<file path="src/design/imusc_pkg.sv">
`default_nettype none
package imusc_pkg;

  localparam int unsigned RAW_W    = 16;
  localparam int unsigned ACCEL_W  = 15;
  localparam int unsigned TEMP_W   = 12;
  localparam int unsigned RATE_W   = 22;
  localparam int unsigned RANGE_W  = 2;
  localparam int unsigned CFG_IDX_W = 2;

  // Product widths: 16-bit signed raw times the unit constant
  localparam int unsigned ACCEL_PROD_W = 26;
  localparam int unsigned RATE_PROD_W  = 36;

  localparam logic signed [ACCEL_PROD_W-1:0] ACCEL_MULT = 26'sd1000;
  localparam logic signed [RATE_PROD_W-1:0]  RATE_MULT  = 36'sd1000000;

  // Temperature: (raw + offset) / 34, truncated toward zero.
  // Magnitude is divided by multiplying with ceil(2^21 / 34).
  localparam logic signed [RAW_W:0] TEMP_OFFSET    = 17'sd12420;
  localparam logic [RAW_W-1:0]      TEMP_RECIP     = 16'd61681;
  localparam int unsigned           TEMP_RECIP_SH  = 21;
  localparam int unsigned           TEMP_PROD_W    = 2 * RAW_W;
  localparam int unsigned           TEMP_Q_W       = TEMP_PROD_W - TEMP_RECIP_SH;

  // Configuration register indexes
  localparam logic [CFG_IDX_W-1:0] CFG_ACCEL_RANGE = 2'd0;
  localparam logic [CFG_IDX_W-1:0] CFG_GYRO_RANGE  = 2'd1;

  typedef struct packed {
    logic s1;
    logic s2;
    logic s3;
  } stage_en_t;

  function automatic logic [3:0] accel_shift(input logic [RANGE_W-1:0] range);
    logic [3:0] sh;
    case (range)
      2'd0: sh = 4'd14;
      2'd1: sh = 4'd13;
      2'd2: sh = 4'd12;
      2'd3: sh = 4'd11;
      default: sh = 4'd14;
    endcase
    return sh;
  endfunction

  function automatic logic [4:0] rate_shift(input logic [RANGE_W-1:0] range);
    logic [4:0] sh;
    case (range)
      2'd0: sh = 5'd17;
      2'd1: sh = 5'd16;
      2'd2: sh = 5'd15;
      2'd3: sh = 5'd14;
      default: sh = 5'd17;
    endcase
    return sh;
  endfunction

endpackage
`default_nettype wire

</file>
<file path="src/design/imu_sample_unit_converter.sv">
`default_nettype none
// IMU sample unit converter.
// Input channel (in_valid / in_stall) carries one raw burst: three accel words,
// one temperature word and three gyro words, all signed 16 bit. The result
// channel (out_valid / out_stall) carries the same burst in milli-g, tenths of
// a degree C and milli-degrees per second. A transaction completes on a rising
// edge with valid high and stall low.
// An input transaction passes through the stages in order: stage 1 forms the
// constant products and the temperature magnitude, stage 2 applies the range
// shifts and the reciprocal multiply, stage 3 is the output register.
// Throughput is one burst per cycle while out_stall is low; each stage has
// its own valid bit and advances when the stage after it is empty or moving.
// The cfg port writes accel_range (index 0) and gyro_range (index 1); write
// it only while no burst is in flight. Other indexes are ignored.
// Reset (rst_n low, synchronous) empties the pipeline and sets both ranges to
// zero (2 g and 250 dps).
// While out_stall is high with a result pending, the result holds, stages
// fill up behind it, and in_stall rises once all three stages are full.
module imu_sample_unit_converter (
  input  wire logic                                   clk,
  input  wire logic                                   rst_n,
  input  wire logic                                   cfg_we,
  input  wire logic [imusc_pkg::CFG_IDX_W-1:0]        cfg_index,
  input  wire logic [imusc_pkg::RANGE_W-1:0]          cfg_wdata,
  input  wire logic                                   in_valid,
  output logic                                        in_stall,
  input  wire logic signed [imusc_pkg::RAW_W-1:0]     in_raw_accel_x,
  input  wire logic signed [imusc_pkg::RAW_W-1:0]     in_raw_accel_y,
  input  wire logic signed [imusc_pkg::RAW_W-1:0]     in_raw_accel_z,
  input  wire logic signed [imusc_pkg::RAW_W-1:0]     in_raw_temperature,
  input  wire logic signed [imusc_pkg::RAW_W-1:0]     in_raw_gyro_x,
  input  wire logic signed [imusc_pkg::RAW_W-1:0]     in_raw_gyro_y,
  input  wire logic signed [imusc_pkg::RAW_W-1:0]     in_raw_gyro_z,
  output logic                                        out_valid,
  input  wire logic                                   out_stall,
  output logic signed [imusc_pkg::ACCEL_W-1:0]        out_accel_x_mg,
  output logic signed [imusc_pkg::ACCEL_W-1:0]        out_accel_y_mg,
  output logic signed [imusc_pkg::ACCEL_W-1:0]        out_accel_z_mg,
  output logic signed [imusc_pkg::TEMP_W-1:0]         out_temperature_decideg,
  output logic signed [imusc_pkg::RATE_W-1:0]         out_rate_x_mdps,
  output logic signed [imusc_pkg::RATE_W-1:0]         out_rate_y_mdps,
  output logic signed [imusc_pkg::RATE_W-1:0]         out_rate_z_mdps
);

  logic [imusc_pkg::RANGE_W-1:0] accel_range_r;
  logic [imusc_pkg::RANGE_W-1:0] gyro_range_r;

  logic v1_r, v2_r, v3_r;
  logic adv1, adv2, adv3;
  imusc_pkg::stage_en_t en;

  logic signed [imusc_pkg::RAW_W-1:0]        acc_raw [3];
  logic signed [imusc_pkg::RAW_W-1:0]        gyr_raw [3];
  logic signed [imusc_pkg::ACCEL_PROD_W-1:0] acc_prod_r [3];
  logic signed [imusc_pkg::RATE_PROD_W-1:0]  gyr_prod_r [3];
  logic signed [imusc_pkg::ACCEL_PROD_W-1:0] acc_sh [3];
  logic signed [imusc_pkg::RATE_PROD_W-1:0]  gyr_sh [3];
  logic [imusc_pkg::ACCEL_W-1:0]             acc_mid_r [3];
  logic [imusc_pkg::RATE_W-1:0]              gyr_mid_r [3];
  logic [imusc_pkg::ACCEL_W-1:0]             acc_out_r [3];
  logic [imusc_pkg::RATE_W-1:0]              gyr_out_r [3];
  logic [3:0]                                ashift;
  logic [4:0]                                gshift;

  always_ff @(posedge clk) begin
    if (!rst_n) begin
      accel_range_r <= '0;
      gyro_range_r  <= '0;
    end else if (cfg_we) begin
      case (cfg_index)
        imusc_pkg::CFG_ACCEL_RANGE: accel_range_r <= cfg_wdata;
        imusc_pkg::CFG_GYRO_RANGE:  gyro_range_r  <= cfg_wdata;
        default: ;
      endcase
    end
  end

  // A stage moves when the one after it is empty or moving
  assign adv3     = !v3_r || !out_stall;
  assign adv2     = !v2_r || adv3;
  assign adv1     = !v1_r || adv2;
  assign in_stall = !adv1;
  assign en       = '{s1: adv1, s2: adv2, s3: adv3};

  always_ff @(posedge clk) begin
    if (!rst_n) begin
      v1_r <= 1'b0;
      v2_r <= 1'b0;
      v3_r <= 1'b0;
    end else begin
      if (adv1) v1_r <= in_valid;
      if (adv2) v2_r <= v1_r;
      if (adv3) v3_r <= v2_r;
    end
  end

  assign acc_raw[0] = in_raw_accel_x;
  assign acc_raw[1] = in_raw_accel_y;
  assign acc_raw[2] = in_raw_accel_z;
  assign gyr_raw[0] = in_raw_gyro_x;
  assign gyr_raw[1] = in_raw_gyro_y;
  assign gyr_raw[2] = in_raw_gyro_z;

  assign ashift = imusc_pkg::accel_shift(accel_range_r);
  assign gshift = imusc_pkg::rate_shift(gyro_range_r);

  // Arithmetic shift of a signed product rounds toward minus infinity
  always_comb begin
    for (int i = 0; i < 3; i++) begin
      acc_sh[i] = acc_prod_r[i] >>> ashift;
      gyr_sh[i] = gyr_prod_r[i] >>> gshift;
    end
  end

  always_ff @(posedge clk) begin
    for (int i = 0; i < 3; i++) begin
      if (adv1) begin
        acc_prod_r[i] <= $signed({{(imusc_pkg::ACCEL_PROD_W - imusc_pkg::RAW_W)
                                   {acc_raw[i][imusc_pkg::RAW_W-1]}}, acc_raw[i]})
                         * imusc_pkg::ACCEL_MULT;
        gyr_prod_r[i] <= $signed({{(imusc_pkg::RATE_PROD_W - imusc_pkg::RAW_W)
                                   {gyr_raw[i][imusc_pkg::RAW_W-1]}}, gyr_raw[i]})
                         * imusc_pkg::RATE_MULT;
      end
      if (adv2) begin
        acc_mid_r[i] <= acc_sh[i][imusc_pkg::ACCEL_W-1:0];
        gyr_mid_r[i] <= gyr_sh[i][imusc_pkg::RATE_W-1:0];
      end
      if (adv3) begin
        acc_out_r[i] <= acc_mid_r[i];
        gyr_out_r[i] <= gyr_mid_r[i];
      end
    end
  end

  imusc_temp_conv u_temp (
    .clk                 (clk),
    .en                  (en),
    .raw_temperature     (in_raw_temperature),
    .temperature_decideg (out_temperature_decideg)
  );

  assign out_valid       = v3_r;
  assign out_accel_x_mg  = $signed(acc_out_r[0]);
  assign out_accel_y_mg  = $signed(acc_out_r[1]);
  assign out_accel_z_mg  = $signed(acc_out_r[2]);
  assign out_rate_x_mdps = $signed(gyr_out_r[0]);
  assign out_rate_y_mdps = $signed(gyr_out_r[1]);
  assign out_rate_z_mdps = $signed(gyr_out_r[2]);

endmodule
`default_nettype wire

</file>
<file path="src/design/imusc_temp_conv.sv">
`default_nettype none
module imusc_temp_conv (
  input  wire logic                                   clk,
  input  wire imusc_pkg::stage_en_t                   en,
  input  wire logic signed [imusc_pkg::RAW_W-1:0]     raw_temperature,
  output logic signed [imusc_pkg::TEMP_W-1:0]         temperature_decideg
);

  logic signed [imusc_pkg::RAW_W:0]     sum;
  logic [imusc_pkg::RAW_W:0]            mag_full;
  logic [imusc_pkg::RAW_W-1:0]          mag_nxt;
  logic [imusc_pkg::RAW_W-1:0]          mag_r;
  logic                                 neg_r;
  logic                                 neg2_r;
  logic [imusc_pkg::TEMP_PROD_W-1:0]    prod_nxt;
  logic [imusc_pkg::TEMP_PROD_W-1:0]    prod_r;
  logic [imusc_pkg::TEMP_Q_W-1:0]       quo;
  logic [imusc_pkg::TEMP_W-1:0]         temp_nxt;
  logic [imusc_pkg::TEMP_W-1:0]         temp_r;

  // Stage 1: offset, then split into sign and magnitude
  always_comb begin
    sum      = $signed({raw_temperature[imusc_pkg::RAW_W-1], raw_temperature})
               + imusc_pkg::TEMP_OFFSET;
    mag_full = sum[imusc_pkg::RAW_W] ? (17'd0 - 17'(sum)) : 17'(sum);
    mag_nxt  = mag_full[imusc_pkg::RAW_W-1:0];
  end

  // Stage 2: reciprocal multiply
  assign prod_nxt = {{imusc_pkg::RAW_W{1'b0}}, mag_r}
                    * {{imusc_pkg::RAW_W{1'b0}}, imusc_pkg::TEMP_RECIP};

  // Stage 3: drop fraction, restore sign (truncation toward zero)
  always_comb begin
    quo      = prod_r[imusc_pkg::TEMP_PROD_W-1:imusc_pkg::TEMP_RECIP_SH];
    temp_nxt = neg2_r ? (12'd0 - {1'b0, quo}) : {1'b0, quo};
  end

  always_ff @(posedge clk) begin
    if (en.s1) begin
      mag_r <= mag_nxt;
      neg_r <= sum[imusc_pkg::RAW_W];
    end
    if (en.s2) begin
      prod_r <= prod_nxt;
      neg2_r <= neg_r;
    end
    if (en.s3) begin
      temp_r <= temp_nxt;
    end
  end

  assign temperature_decideg = $signed(temp_r);

endmodule
`default_nettype wire

</file>
<file path="config.mk">
export PLATFORM = sky130hd
export DESIGN_NAME = imu_sample_unit_converter
export DESIGN_NICKNAME = d
export VERILOG_FILES = /design/src/design/imusc_pkg.sv /design/src/design/imu_sample_unit_converter.sv /design/src/design/imusc_temp_conv.sv
export SDC_FILE = /design/constraint.sdc
export NUM_CORES = 2
export LEC_CHECK = 0
export BUFFER_PORTS_ARGS = -buffer_cell sky130_fd_sc_hd__buf_4
export CORE_UTILIZATION = 67
export CTS_BUF_LIST = sky130_fd_sc_hd__clkbuf_4 sky130_fd_sc_hd__clkbuf_8
export CTS_CLUSTER_DIAMETER = 60
export DETAILED_ROUTE_END_ITERATION = 16
export PLACE_DENSITY = 0.87
export SLEW_MARGIN = 10
export SYNTH_ARGS = -nofsm -noshare
export SYNTH_HDL_FRONTEND = slang
export SYNTH_HIERARCHICAL = 1
export SYNTH_SLANG_ARGS = --single-unit
</file>
<file path="constraint.sdc">
create_clock -name clk -period 11.9 [get_ports clk]
set_clock_uncertainty 0.15 [all_clocks]
set_input_delay 0.595 -clock clk [delete_from_list [all_inputs] [get_ports clk]]
set_output_delay 0.595 -clock clk [all_outputs]
set_load 0.1 [all_outputs]
</file>
==> impl_metrics.yaml <==
run_status:
  status: "completed"
floorplanning:
  start_util: 0.683
  rows: 89
  die_h_um: 248
  core_sq_um: 59500
  die_area_sq_um: 61600
  fp.dieW_um: 248
  io_pins: 246
synthesis:
  synth_ff_type: "edfxtp_1"
  synth_seq_cells: 388
  avgSynthCellArea_sq_um: 12.1
  syn_inst: 3362
  synth_top_family_by_area: "adder cells"
  syn_nets: 4605
  ys_warn_count: 6
  synthXorXnorAreaFrac: 0.0432
  ys_seq_area_frac: 0.285
  netlist-cell-type-count: 90
  synth-compound-area-share: 0.0706
  async_reset_ff_frac: 0
  synthMuxAreaShare: 0.0666
  synthesis.area_sq_um: 40600
  synthAdderAreaFrac: 0.427
  yosys.area_share.simple: 0.0385
  synth-edff-count: 381
hold_path:
  hold_start: "rst_n"
  hp-class: "in -> reg"
  hold_depth: 2
place:
  port_buffers: 245
  placed_area_sq_um: 43200
  dp_hpwl_um: 65300
  place_congestion: 0.914
drt:
  num_vias: 25200
  drt_iter0_drc: 1036
  drc: 0
  detail_route.vias_per_cell: 5.65
  ant_nets: 0
  wl_per_cell_um: 17.7
  drt_pass1_iterations: 5
  routed_wirelength_um: 79100
setup_path:
  crit_cells: 19
  cp_top_family: "adder cells"
  crit_buf_inv: 6
  cp.arrival_ps: 6000
  r2r.worst_path.cells: 19
  crit_path_max_incr_delay_ps: 490
  cp_max_fo: 5
  start_kind: "flip-flop"
  r2r_start: "u_temp/mag_r[3]"
  cpMaxStageDelayCell: "edfxtp_1"
  crit_chain: "inv_1, fa_1, inv_1, fa_1, fa_1, inv_1, fa_1, inv_1, fa_1, inv_1, fa_1, inv_1, ha_1, nand3_1, nor2_4, o2111ai_1, a21boi_1, nor3_1, or3b_1"
  crit_path_end_kind: "flip-flop"
  cp-startpoint: "u_temp/mag_r[3]"
  worstPathRequired_ps: 12130
  crit_type: "reg -> reg"
sta:
  min_period_ps: 5780
  rsz0062_at_grt: "no"
  finalSetupViolCount: 0
  maxSlewHeadroom: 0.229
  finalCritPeriodShare: 0.485
  final_max_slew_viol_count: 0
  clock.fmax_ghz: 0.173
  tightest_slew_ps: 1160
  hold_viol: 0
  tns_ps: 0
cells_and_area:
  finish.instance_area_sq_um: 44600
  drive_gt1_frac: 0.140
  multiInputGateArea_sq_um: 26200
  area_delta_synth_final_pct: 9.94
  nNetsFinal: 4879
  seqCellArea_sq_um: 11600
  fillers: 3867
global_route:
  grt_pass1_vias: 26700
  grt_use_total: 0.266
  antenna_found_initial: 12
  grt-ovfl-total: 0
  grt_max_degree: 75
  grt_pass1_wl_um: 129000
cts:
  cts_tree: "done"
  h-tree-depth: 3
  cts.reportedPaths.clkPinSlew_ps: 60
  post_cts_resized: 0
  postCtsSetupRepairBufs: 0
  clock_latency_ps: 660
  cts-root-buf: "clkbuf_8"
  clockBufferDepth: 3
  clock_sinks: 388
  cts_made_buffers: 69
flow_run:
  cap_viol_max_count: 0
==> metal layers <==
| layer | up-vias | GRT usage | part of all wire |
|---|---|---|---|
| li1 | 12100 | - | - |
| met1 | 12400 | 0.333 | 0.41 |
| met2 | 559 | 0.467 | 0.51 |
| met3 | 155 | 0.0434 | 0.049 |
| met4 | 12 | 0.0938 | 0.031 |
| met5 | - | 0 | 0.00096 |
==> through the flow <==
| stage | std cells | utilization | setup slack, ps | hold slack (ps) |
|---|---|---|---|---|
| floorplan | 3362 | - | 5600 | 250 |
| global route | 4463 | 0.750 | 5790 | 66.6 |
| detailed placement | 4336 | 0.727 | 6050 | 255 |
| finish | 4463 | 0.750 | 6120 | 73.4 |
| global placement | 4336 | 0.727 | 6200 | 251 |
| CTS | 4457 | 0.750 | 6090 | 26.7 |
==> synth_stat cells (4+ instances only) <==
cell type  instances  area (sq um)
xor2_1            80           701
a31oi_1           13          81.3
nor2_1            80           300
o21ai_1           12          60.1
nand2_1           74           278
inv_1            685          2570
nor3_1            20           100
a211oi_1           5          37.5
mux2i_1           73           731
ha_1             685          8570
a211o_1            4          35.0
and2_1             8          50.1
nand4_1           18           113
o21ai_0           59           295
edfxtp_1         381         11400
fa_1             437          8750
buf_2             13          65.1
o31ai_1           13          97.6
o22ai_1            6          37.5
dfxtp_1            7           140
a21oi_1          128           641
o21bai_1          18           135
or2_2              4          25.0
o31a_1             4          35.0
buf_1              6          22.5
xnor2_1          120          1050
a21o_1            71           533
o41ai_1            4          35.0
nand3_1           37           185
o21a_1            23           173
nor2b_1           20           125
clkbuf_1          25          93.8
nand2b_1          10          62.6
nor4_1             4          25.0
a31o_2             4          35.0
mux2_2            41           462
and3_1             9          56.3
or3_1              6          37.5
nand3b_1           5          37.5
o211ai_1           7          52.6
mux4_2            67          1510
a21oi_2            5          43.8
==> area by class of cell <==
class / count / area share
clock buffer: 89 / 0.0249
multi-input combinational: 2239 / 0.588
timing repair buffer: 252 / 0.0425
clock inverter: 30 / 0.00524
antenna: 6 / 0.000337
inverter: 686 / 0.0578
sequential: 388 / 0.260
tap: 773 / 0.0217
==> final timing paths <==
check | to | slack (ps)
max | u_temp/prod_r[31] | 6120
min | v2_r | 70
max reg2reg | u_temp/prod_r[31] | 6120
min reg2reg | gyr_out_r[0][59] | 250
==> cell usage in the layout, fill, tap and decap left out, types with 23 or more instances in the layout <==
cell and count:
xor2_1 80, mux4_2 67, fa_1 437, o21a_1 23, xnor2_1 120, nand2_1 72, a21o_1 71, mux2_2 41
ha_1 683, a21oi_1 128, nand3_1 37, buf_4 250, o21ai_0 59, nor2_1 79, edfxtp_1 381, clkbuf_8 71
inv_1 684, mux2i_1 73
==> sequential cells by signal (all words and copies together) (netlist names) <==
name	cells
gyr_mid_r	66
gyr_out_r	66
gyr_prod_r	66
acc_prod_r	52
acc_mid_r	45
acc_out_r	45
u_temp/mag_r	16
u_temp/temperature_decideg	12
u_temp/prod_r	11
accel_range_r	2
gyro_range_r	2
out_valid	1
u_temp/neg2_r	1
u_temp/neg_r	1
v1_r	1
v2_r	1
==> cell families after synthesis <==
family / Yosys count
adder cells (fa/ha/maj): 1122
buffers and inverters: 735
AO/OA/AOI/OAI: 423
flip-flops: 388
AND/OR/NAND/NOR: 313
XOR/XNOR: 200
multiplexers: 181
==> what timing repair did <==
item | 4_1_cts | 5_1_grt
hold endpoints to repair | 2 | 0
hold buffers | 2 | 0
setup endpoints to repair | 0 | 0
Power is not shown: default switching activity piles up to over one toggle a cycle in this logic, so the estimate is an artifact.
